File: config.mk
export PLATFORM = sky130hd
export DESIGN_NAME = sorted_multiset_store_unit
export DESIGN_NICKNAME = d
export VERILOG_FILES = /design/src/sv/sms_pkg.sv /design/src/sv/sms_datapath.sv /design/src/sv/sms_ctrl.sv /design/src/sv/sorted_multiset_store_unit.sv
export SDC_FILE = /design/constraint.sdc
export NUM_CORES = 2
export LEC_CHECK = 0
export BUFFER_PORTS_ARGS = -buffer_cell sky130_fd_sc_hd__buf_4
export CORE_MARGIN = 4
export CORE_UTILIZATION = 43
export DETAILED_ROUTE_END_ITERATION = 7
export PLACE_DENSITY = 0.68
export SLEW_MARGIN = 20
export SYNTH_ARGS = -nofsm -noshare
export SYNTH_HDL_FRONTEND = slang
export SYNTH_SLANG_ARGS = --single-unit
File: constraint.sdc
create_clock -name clk -period 14.9 [get_ports clk]
set_input_delay 2.98 -clock clk [delete_from_list [all_inputs] [get_ports clk]]
set_output_delay 2.98 -clock clk [all_outputs]
set_load 0.01 [all_outputs]
File: src/sv/sms_pkg.sv
// Package for the sorted multiset store.
// Holds op codes and the input and result word structs; no dependencies.
package sms_pkg;

    localparam logic [2:0] OP_INSERT     = 3'd0;
    localparam logic [2:0] OP_REMOVE     = 3'd1;
    localparam logic [2:0] OP_REMOVE_MIN = 3'd2;
    localparam logic [2:0] OP_REMOVE_MAX = 3'd3;
    localparam logic [2:0] OP_QUERY      = 3'd4;

    typedef struct packed {
        logic [2:0]         op;
        logic signed [31:0] value;
    } in_word_t;

    typedef struct packed {
        logic               ok;
        logic signed [31:0] smallest;
        logic signed [31:0] largest;
        logic [4:0]         entry_count;
        logic               is_empty;
    } out_word_t;

    // Command from controller to datapath.
    typedef struct packed {
        logic               exec;
        logic [2:0]         op;
        logic signed [31:0] value;
    } cmd_t;

    // Status from datapath to controller.
    typedef struct packed {
        logic               ok;
        logic signed [31:0] smallest;
        logic signed [31:0] largest;
        logic [4:0]         entry_count;
        logic               is_empty;
    } status_t;

endpackage

File: src/sv/sms_datapath.sv
// Datapath of the sorted multiset store: a row of sorted cells that shift
// in parallel on insert and remove.  Depends on sms_pkg.
module sms_datapath #(
    parameter int CAPACITY = 16
) (
    input  logic             clk,
    input  logic             rst_n,
    input  sms_pkg::cmd_t    cmd,
    output sms_pkg::status_t status
);
    import sms_pkg::*;

    localparam int CW = $clog2(CAPACITY + 1);

    logic signed [31:0] cell_reg  [CAPACITY];
    logic signed [31:0] cell_next [CAPACITY];
    logic [CW-1:0]      count_reg, count_next;
    logic               ok_reg, ok_next;

    logic [CAPACITY-1:0] live, ge, eq, first_eq, before_eq;
    logic                found, full;

    // Per-cell compares against the operand
    always_comb
    begin
        for (int i = 0; i < CAPACITY; i++)
        begin
            live[i] = (CW'(i) < count_reg);
            ge[i]   = live[i] && (cmd.value <= cell_reg[i]);
            eq[i]   = live[i] && (cmd.value == cell_reg[i]);
        end
        before_eq[0] = 1'b0;
        for (int i = 1; i < CAPACITY; i++)
            before_eq[i] = before_eq[i-1] | eq[i-1];
        first_eq = eq & ~before_eq;
        found    = |eq;
        full     = (count_reg == CW'(CAPACITY));
    end

    // Next state of the cells
    always_comb
    begin
        for (int i = 0; i < CAPACITY; i++)
            cell_next[i] = cell_reg[i];
        count_next = count_reg;
        ok_next    = ok_reg;
        if (cmd.exec)
        begin
            ok_next = 1'b0;
            case (cmd.op)
                OP_INSERT:
                    if (!full)
                    begin
                        ok_next    = 1'b1;
                        count_next = count_reg + CW'(1);
                        // first cell takes the value when it is ge or empty
                        if (ge[0] || !live[0])
                            cell_next[0] = cmd.value;
                        // cells at or beyond insertion point move up; the
                        // value lands where the previous cell is smaller
                        for (int i = 1; i < CAPACITY; i++)
                        begin
                            if (ge[i-1])
                                cell_next[i] = cell_reg[i-1];
                            else if (live[i-1] && (ge[i] || !live[i]))
                                cell_next[i] = cmd.value;
                        end
                    end
                OP_REMOVE:
                    if (found)
                    begin
                        ok_next    = 1'b1;
                        count_next = count_reg - CW'(1);
                        for (int i = 0; i < CAPACITY - 1; i++)
                            if (before_eq[i] || first_eq[i])
                                cell_next[i] = cell_reg[i+1];
                    end
                OP_REMOVE_MIN:
                    if (count_reg != '0)
                    begin
                        ok_next    = 1'b1;
                        count_next = count_reg - CW'(1);
                        for (int i = 0; i < CAPACITY - 1; i++)
                            cell_next[i] = cell_reg[i+1];
                    end
                OP_REMOVE_MAX:
                    if (count_reg != '0)
                    begin
                        ok_next    = 1'b1;
                        count_next = count_reg - CW'(1);
                    end
                OP_QUERY:
                    ok_next = found;
                default:
                    ok_next = 1'b0;
            endcase
        end
    end

    always_ff @(posedge clk or negedge rst_n)
    begin
        if (!rst_n)
        begin
            count_reg <= '0;
            ok_reg    <= 1'b0;
        end
        else
        begin
            count_reg <= count_next;
            ok_reg    <= ok_next;
        end
    end

    always_ff @(posedge clk)
    begin
        for (int i = 0; i < CAPACITY; i++)
            cell_reg[i] <= cell_next[i];
    end

    // Status taken from the stored row
    always_comb
    begin
        status.ok          = ok_reg;
        status.is_empty    = (count_reg == '0);
        status.entry_count = 5'(count_reg);
        status.smallest    = status.is_empty ? 32'sd0 : cell_reg[0];
        status.largest     = 32'sd0;
        for (int i = 0; i < CAPACITY; i++)
            if (CW'(i + 1) == count_reg)
                status.largest = cell_reg[i];
    end

    property p_count_bound;
        @(posedge clk) disable iff (!rst_n) count_reg <= CW'(CAPACITY);
    endproperty
    a_count_bound: assert property (p_count_bound) else $error("count overflow");

    property p_full_reject;
        @(posedge clk) disable iff (!rst_n)
            (cmd.exec && cmd.op == OP_INSERT && full) |=> !ok_reg && $stable(count_reg);
    endproperty
    a_full_reject: assert property (p_full_reject) else $error("insert into full store");

    property p_query_stable;
        @(posedge clk) disable iff (!rst_n)
            (cmd.exec && cmd.op == OP_QUERY) |=> $stable(count_reg);
    endproperty
    a_query_stable: assert property (p_query_stable) else $error("query changed count");

endmodule

File: src/sv/sms_ctrl.sv
// Controller of the sorted multiset store: handshake and result slot.
// Depends on sms_pkg.
module sms_ctrl (
    input  logic              clk,
    input  logic              rst_n,
    input  logic              in_valid,
    output logic              in_ready,
    input  sms_pkg::in_word_t in_word,
    output logic              out_valid,
    input  logic              out_ready,
    output sms_pkg::cmd_t     cmd
);
    import sms_pkg::*;

    typedef enum logic [1:0] {
        ST_IDLE = 2'b01,
        ST_HOLD = 2'b10
    } state_t;

    state_t state_reg, state_next;

    // Accept whenever the result slot is free or being drained
    assign in_ready  = (state_reg == ST_IDLE) || out_ready;
    assign out_valid = (state_reg == ST_HOLD);
    assign cmd.exec  = in_valid && in_ready;
    assign cmd.op    = in_word.op;
    assign cmd.value = in_word.value;

    always_comb
    begin
        state_next = state_reg;
        case (state_reg)
            ST_IDLE: if (cmd.exec) state_next = ST_HOLD;
            ST_HOLD: if (out_ready && !cmd.exec) state_next = ST_IDLE;
            default: state_next = ST_IDLE;
        endcase
    end

    always_ff @(posedge clk or negedge rst_n)
    begin
        if (!rst_n)
            state_reg <= ST_IDLE;
        else
            state_reg <= state_next;
    end

    property p_hold_stall;
        @(posedge clk) disable iff (!rst_n)
            (out_valid && !out_ready) |=> out_valid;
    endproperty
    a_hold_stall: assert property (p_hold_stall) else $error("result dropped");

    property p_no_accept_blocked;
        @(posedge clk) disable iff (!rst_n)
            (out_valid && !out_ready) |-> !cmd.exec;
    endproperty
    a_no_accept_blocked: assert property (p_no_accept_blocked) else $error("overwrite");

    property p_exec_result;
        @(posedge clk) disable iff (!rst_n) cmd.exec |=> out_valid;
    endproperty
    a_exec_result: assert property (p_exec_result) else $error("missing result");

endmodule

File: src/sv/sorted_multiset_store_unit.sv
// Sorted multiset store: ascending row of CAPACITY shifting cells.
// Result valid in the cycle after acceptance; one word per cycle while
// out_ready is high; every cell compares and shifts in parallel.
// Reset: asynchronous active-low rst_n empties the store; cell contents
// are not cleared and never read beyond the count.
module sorted_multiset_store_unit #(
    parameter int CAPACITY = 16
) (
    input  logic               clk,
    input  logic               rst_n,
    input  logic               in_valid,
    output logic               in_ready,
    input  sms_pkg::in_word_t  in_word,
    output logic               out_valid,
    input  logic               out_ready,
    output sms_pkg::out_word_t out_word
);
    import sms_pkg::*;

    cmd_t    cmd;
    status_t status;

    sms_ctrl u_ctrl (
        .clk, .rst_n, .in_valid, .in_ready, .in_word,
        .out_valid, .out_ready, .cmd
    );

    sms_datapath #(.CAPACITY(CAPACITY)) u_dp (
        .clk, .rst_n, .cmd, .status
    );

    assign out_word.ok          = status.ok;
    assign out_word.smallest    = status.smallest;
    assign out_word.largest     = status.largest;
    assign out_word.entry_count = status.entry_count;
    assign out_word.is_empty    = status.is_empty;

endmodule

== Word level (Yosys, flattened, before mapping) ==
Memories as Yosys holds them, arrays and structs flattened.
Cells that the tools add are included.

* Register bits: 8
* RAM bits: 512
* Memories kept: 1
* Input port bits: 39
* Word-level logic and storage cells: 282
* Output and inout bits: 73

* Eq/ne operators: 44
* Reductions and logical operators: 105
* Bitwise operators: 15
* Multiplexer cells: 80
* Add/subtract/negate cells: 2
* $lt $le $gt $ge: 32

{| class="wikitable"
|+ Memories
! name !! depth !! width !! read ports !! clocked after Yosys merged registers in !! write ports !! line !! text
|-
| u_dp.cell_reg || 16 || 32 || 16 || 0 || 16 || sms_datapath.sv:15 || <nowiki>logic signed [31:0] cell_reg [CAPACITY];</nowiki>
|}

{| class="wikitable"
|+ Operator list
! cell !! count
|-
| $mux 32 || 64
|-
| $pmux 480 s3 || 1
|-
| $mux 512 || 2
|-
| $mux 480 || 2
|-
| $eq 32x32->1 || 16
|-
| $le 32x32->1 || 16
|-
| $logic_and 1x1->1 || 49
|-
| $eq 4x5->1 const A || 8
|-
| $lt 4x5->1 const A || 8
|-
| $logic_or 1x1->1 || 31
|-
| $eq 3x5->1 const A || 4
|-
| $lt 3x5->1 const A || 4
|-
| $logic_not 1->1 || 17
|-
| $reduce_or 16->1 || 1
|-
| $and 15x15->15 || 1
|-
| $mux 5 || 3
|-
| $not 15->15 || 1
|-
| $pmux 5 s3 || 1
|-
| $or 1x1->1 || 13
|-
| $eq 2x5->1 const A || 2
|-
| $lt 1x5->1 const A || 2
|-
| $lt 2x5->1 const A || 2
|-
| $ne 2x1->1 const B || 4
|-
| $eq 3x2->1 const B || 2
|-
| 21 further kinds || 24
|}

== Logic depth before layout (Yosys ltp) ==
An unclocked memory read counts as a cell.

* Depth in word-level cells: 23
* Depth in mapped cells: 15
* Depth with buffers taken out: 11

== Hierarchy ==
A second synthesis with hierarchy kept.

* Cell total of the unflattened synthesis: 4815
* Area, all modules: 44465.1 µm²

{| class="wikitable"
|+ By module, submodules not included
! module !! cells each !! area an instance (µm²) !! sequential area each (µm²) !! instances
|-
| sms_datapath || 4771 || 44096.0 || 15524.9 || 1
|-
| sms_ctrl || 44 || 369.1 || 51.3 || 1
|}

== Worst setup path before layout ==
OpenSTA, ideal clock, no wires.

* Path type: input port to flip-flop
* Start: input port in_word[0] in the netlist's numbering
* End: memory u_dp.cell_reg[11][4], in the netlist u_dp.cell_reg[2][100] (enable)
* Required time: 14.420 ns
* Buffers on the path: 1
* Setup time: 0.480 ns
* Stages: 10
* Path slack: 6.906 ns
* Data arrival time: 7.514 ns
* Cells stage by stage: clkbuf_1 inv_1 ha_1 nand4_1 or4_4 o221ai_2 nor2_2 a31oi_4 o21ai_1 a311oi_1

{| class="wikitable"
|+ RTL lines
! item !! line !! text
|-
| start: declaration || sorted_multiset_store_unit.sv:13 || <nowiki>input sms_pkg::in_word_t in_word,</nowiki>
|-
| end: declaration || sms_datapath.sv:15 ||
|}

==> results.md <==
### Run status
- outcome: finished with violations
- violated checks: design-rule violations

### Clock network
- CTS Hold Buffers Added: 0
- number of buffers created by CTS: 69
- H-tree levels: 3
- number of buffers on the longest clock path: 3
- clock network latency to the later pin of the worst-skew pair: 650 ps
- clock tree from TritonCTS: built
- PostCTS Resize Cnt: 0
- Setup Buffers After CTS: 0
- clock-pin slew of the registers on the worst-case setup and hold paths: 60 ps
- Root Buffer: sky130_fd_sc_hd__clkbuf_16
- clock sink total: 520

### Layout
- flip-flop count of the largest register after layout: 512
- nets@finish: 5019
- Design Area, Final: 0.0473 mm²
- share of post-route cells with drive strength above 1: 9.10%
- non-filler cells, final: 5818
- most common cell after layout, fill and taps aside: sky130_fd_sc_hd__inv_1
- Area growth syn-to-layout: 9.01%
- top library cells by usage in the layout, fill and taps aside: sky130_fd_sc_hd__inv_1, sky130_fd_sc_hd__ha_1, sky130_fd_sc_hd__edfxtp_1

### GRT
- pin count of the biggest net entering global routing: 150
- antenna violations before repair: 6
- total congestion overflow: 0
- gr usage total: 32.0%
- global-route wire length before repair: 259000 µm
- number of global-route vias before repair: 38500

### Die
- initial core utilization: 43.4%
- die area: 0.106 mm²
- Placeable Area: 0.100 mm²
- I/O pin count: 112
- standard-cell row count: 116
- Die Ht: 326 µm
- die extent in x: 326 µm

### Critical path
- Critical Path Sink Type: output pin
- Reg2Reg Setup Slack: 9180 ps
- list of cells traversed by the critical path: inv_1, ha_1, nand2_1, nand3_1, a21oi_1, o21ai_0, a222oi_1, o21ai_1, o211ai_1, a31oi_1, buf_4
- maximum cell stage delay along the critical path: 920 ps
- critical path's top delay family: compound AO/OA/AOI/OAI gates
- crit path kind: reg2out
- highest net fanout along the worst path: 17
- path length in cells of the critical path: 11
- worst endpoint data arrival time: 5620 ps
- Data required, critical path: 11920 ps
- Critical Path Slowest Stage Cell: sky130_fd_sc_hd__nand3_1
- type of element launching the critical path: flop
- cells on worst reg2reg path: 9
- Buf/Inv on CP: 2

### Power and ir drop
- power density cells: 145 mW/mm²
- net switching share of the total power: 44.5%
- Switch Pwr: 0.00305 W
- Int Pwr: 0.00381 W
- post-route total power: 0.00686 W
- Lkg Pwr: 19.5 nW
- relative contribution of sequential cells to total power: 27.5%
- fraction of power consumed by combinational cells: 48.8%
- VDD IR-drop max: 0.124 mV
- Clock power frac: 23.7%

### Logic synthesis
- number of flops mapped to enable cells by yosys: 512
- cell taking the most area after synthesis: sky130_fd_sc_hd__edfxtp_1
- warning count from the yosys run: 0
- cell area after synthesis: 0.0434 mm²
- post-synthesis instance total: 4550
- Avg Inst Size Synth: 9.54 µm²
- most used flip-flop cell after synthesis: sky130_fd_sc_hd__edfxtp_1
- part of the Yosys area used for sequential elements: 35.9%
- cell types occupying the most area after synthesis: sky130_fd_sc_hd__edfxtp_1, sky130_fd_sc_hd__ha_1, sky130_fd_sc_hd__o221ai_1, sky130_fd_sc_hd__nand4_1, sky130_fd_sc_hd__inv_1
- Yosys cell types: 102
- nets in the synthesized netlist: 5106
- number of flip-flops and latches in the synthesized netlist: 520
- share of flip-flops with an asynchronous set or reset after synthesis: 1.54%
- top cell type's share of synthesized area: 35.4%

### STA
- clock skew: 32.3 ps
- RSZ-0062 raised after global routing: no
- transition time at the pin with the least slew margin: 1160 ps
- Period minus WS final: 8600 ps
- final number of max-transition violations: 0
- final setup TNS: 0 ps
- achievable clock frequency: 116 MHz
- number of setup violations in the final report: 0
- share of the cycle needed by the critical path after routing: 57.7%
- Hold Worst Slack: 483 ps
- relative max-transition margin: 22.5%
- final number of hold-violating endpoints: 0

### Job
- max-cap violation count: 0

### Routing
- wire per inst: 30.4 µm
- total detailed-routing wirelength: 177000 µm
- number of detailed-route iterations in the first pass: 8
- violation count after the first detailed-routing iteration: 6763
- DRC errors left: 2
- highest routed metal layer: met4
- Routed met2 length: 76700 µm
- Met1 Wirelength: 67100 µm
- Final ANT Viol Nets: 0
- Detail Route met3 WL: 20300 µm
- average via count per standard cell: 7.10
- Via Count: 41300

### Placed design
- I/O Buffers: 111
- instance area after placement: 0.0452 mm²
- global placer's final weighted congestion: 1.00
- Placed Cells: 5689
- total half-perimeter wirelength after legalization and detailed placement: 129000 µm

### Worst hold path
- HP Class: reg2reg
- instance count along the most critical hold path: 2

## worst reg2reg max path, stage by stage, from the launching register on
cell	delay, ps
sky130_fd_sc_hd__dfrtp_1	690
sky130_fd_sc_hd__inv_1	230
sky130_fd_sc_hd__ha_1	430
sky130_fd_sc_hd__nand4bb_4	330
sky130_fd_sc_hd__buf_4	680
sky130_fd_sc_hd__buf_4	830
sky130_fd_sc_hd__buf_4	960
sky130_fd_sc_hd__nand3_1	900
sky130_fd_sc_hd__nand2b_1	400
sky130_fd_sc_hd__o221ai_1	110
## final timing paths
check                                   from              endpoint
max reg2reg                u_dp.count_reg[1]  u_dp.cell_reg[3][77]
max in group asynchronous              rst_n   u_ctrl.state_reg[0]
min                              u_dp.ok_reg           u_dp.ok_reg
max                        u_dp.count_reg[0]          out_word[28]
min reg2reg                      u_dp.ok_reg           u_dp.ok_reg
min in group asynchronous              rst_n   u_ctrl.state_reg[1]
## layer usage
metal	GRT usage (%)	vias to the layer above
met1	42.6	19900
met3	5.93	520
met4	19.1	0
li1	-	17800
met2	48.5	3086
met5	0	-
## per-stage QoR
stage,setup WS [ps],utilization (%)
after floorplan,6910,-
after global placement,7260,45.1
after detailed placement,7230,45.1
after CTS,6540,47.2
after global routing,6200,47.3
final,6300,47.3
## power by group through the flow
stage	sequential (W)	combinational [W]	clock (W)
finish	0.00189	0.00335	0.00163
floorplan	0.00189	0.00192	0
global placement	0.00191	0.00318	0
global route	0.00189	0.00352	0.00169
CTS	0.00188	0.00324	0.00163
detailed placement	0.00191	0.00322	0
## Yosys cell counts, types with 11 or more instances
master	number
sky130_fd_sc_hd__o21ai_0	163
sky130_fd_sc_hd__nor3_1	58
sky130_fd_sc_hd__a2111oi_0	11
sky130_fd_sc_hd__a21oi_1	195
sky130_fd_sc_hd__nand2_1	151
sky130_fd_sc_hd__and3_1	26
sky130_fd_sc_hd__o21bai_1	15
sky130_fd_sc_hd__nand2b_1	47
sky130_fd_sc_hd__or3_1	14
sky130_fd_sc_hd__o211ai_1	53
sky130_fd_sc_hd__nand4_1	345
sky130_fd_sc_hd__a222oi_1	15
sky130_fd_sc_hd__a221o_1	19
sky130_fd_sc_hd__nor2b_1	20
sky130_fd_sc_hd__buf_2	74
sky130_fd_sc_hd__o21ai_1	25
sky130_fd_sc_hd__a221oi_1	48
sky130_fd_sc_hd__a211oi_1	34
sky130_fd_sc_hd__mux2_2	23
sky130_fd_sc_hd__a31oi_1	47
sky130_fd_sc_hd__nand3_1	159
sky130_fd_sc_hd__o21a_1	25
sky130_fd_sc_hd__buf_6	16
sky130_fd_sc_hd__nor2_1	184
sky130_fd_sc_hd__edfxtp_1	512
sky130_fd_sc_hd__ha_1	517
sky130_fd_sc_hd__o22ai_1	159
sky130_fd_sc_hd__o221ai_1	343
sky130_fd_sc_hd__buf_4	12
sky130_fd_sc_hd__o221ai_2	31
sky130_fd_sc_hd__mux2i_1	132
sky130_fd_sc_hd__a21o_1	111
sky130_fd_sc_hd__inv_1	530
sky130_fd_sc_hd__and4_1	15
sky130_fd_sc_hd__a22oi_1	15
sky130_fd_sc_hd__clkbuf_1	232
## layout make-up
type	instances	area (µm²)
Fill cell	9472	52800
Multi-Input combinational cell	3153	24600
Sequential cell	520	15600
Inverter	530	1990
Clock buffer	90	1830
Tap cell	1298	1620
Timing Repair Buffer	189	1450
Clock inverter	35	274
Antenna cell	3	7.51
## cell families (layout without fill, tap and decap cells)
kind of cell	Yosys count	in the layout	synth area share [%]
DFF	520	520	35.9
muxes	165	165	3.90
xor gates and xnor gates	8	8	0.161
other	0	3	0
adders and majority gates	517	517	14.9
AOI/OAI and AO/OA	1373	1373	23.2
and+or+nand+nor	1090	1090	13.7
buffers and inverters	877	844	8.25
Power figures use the tool's default switching activity.
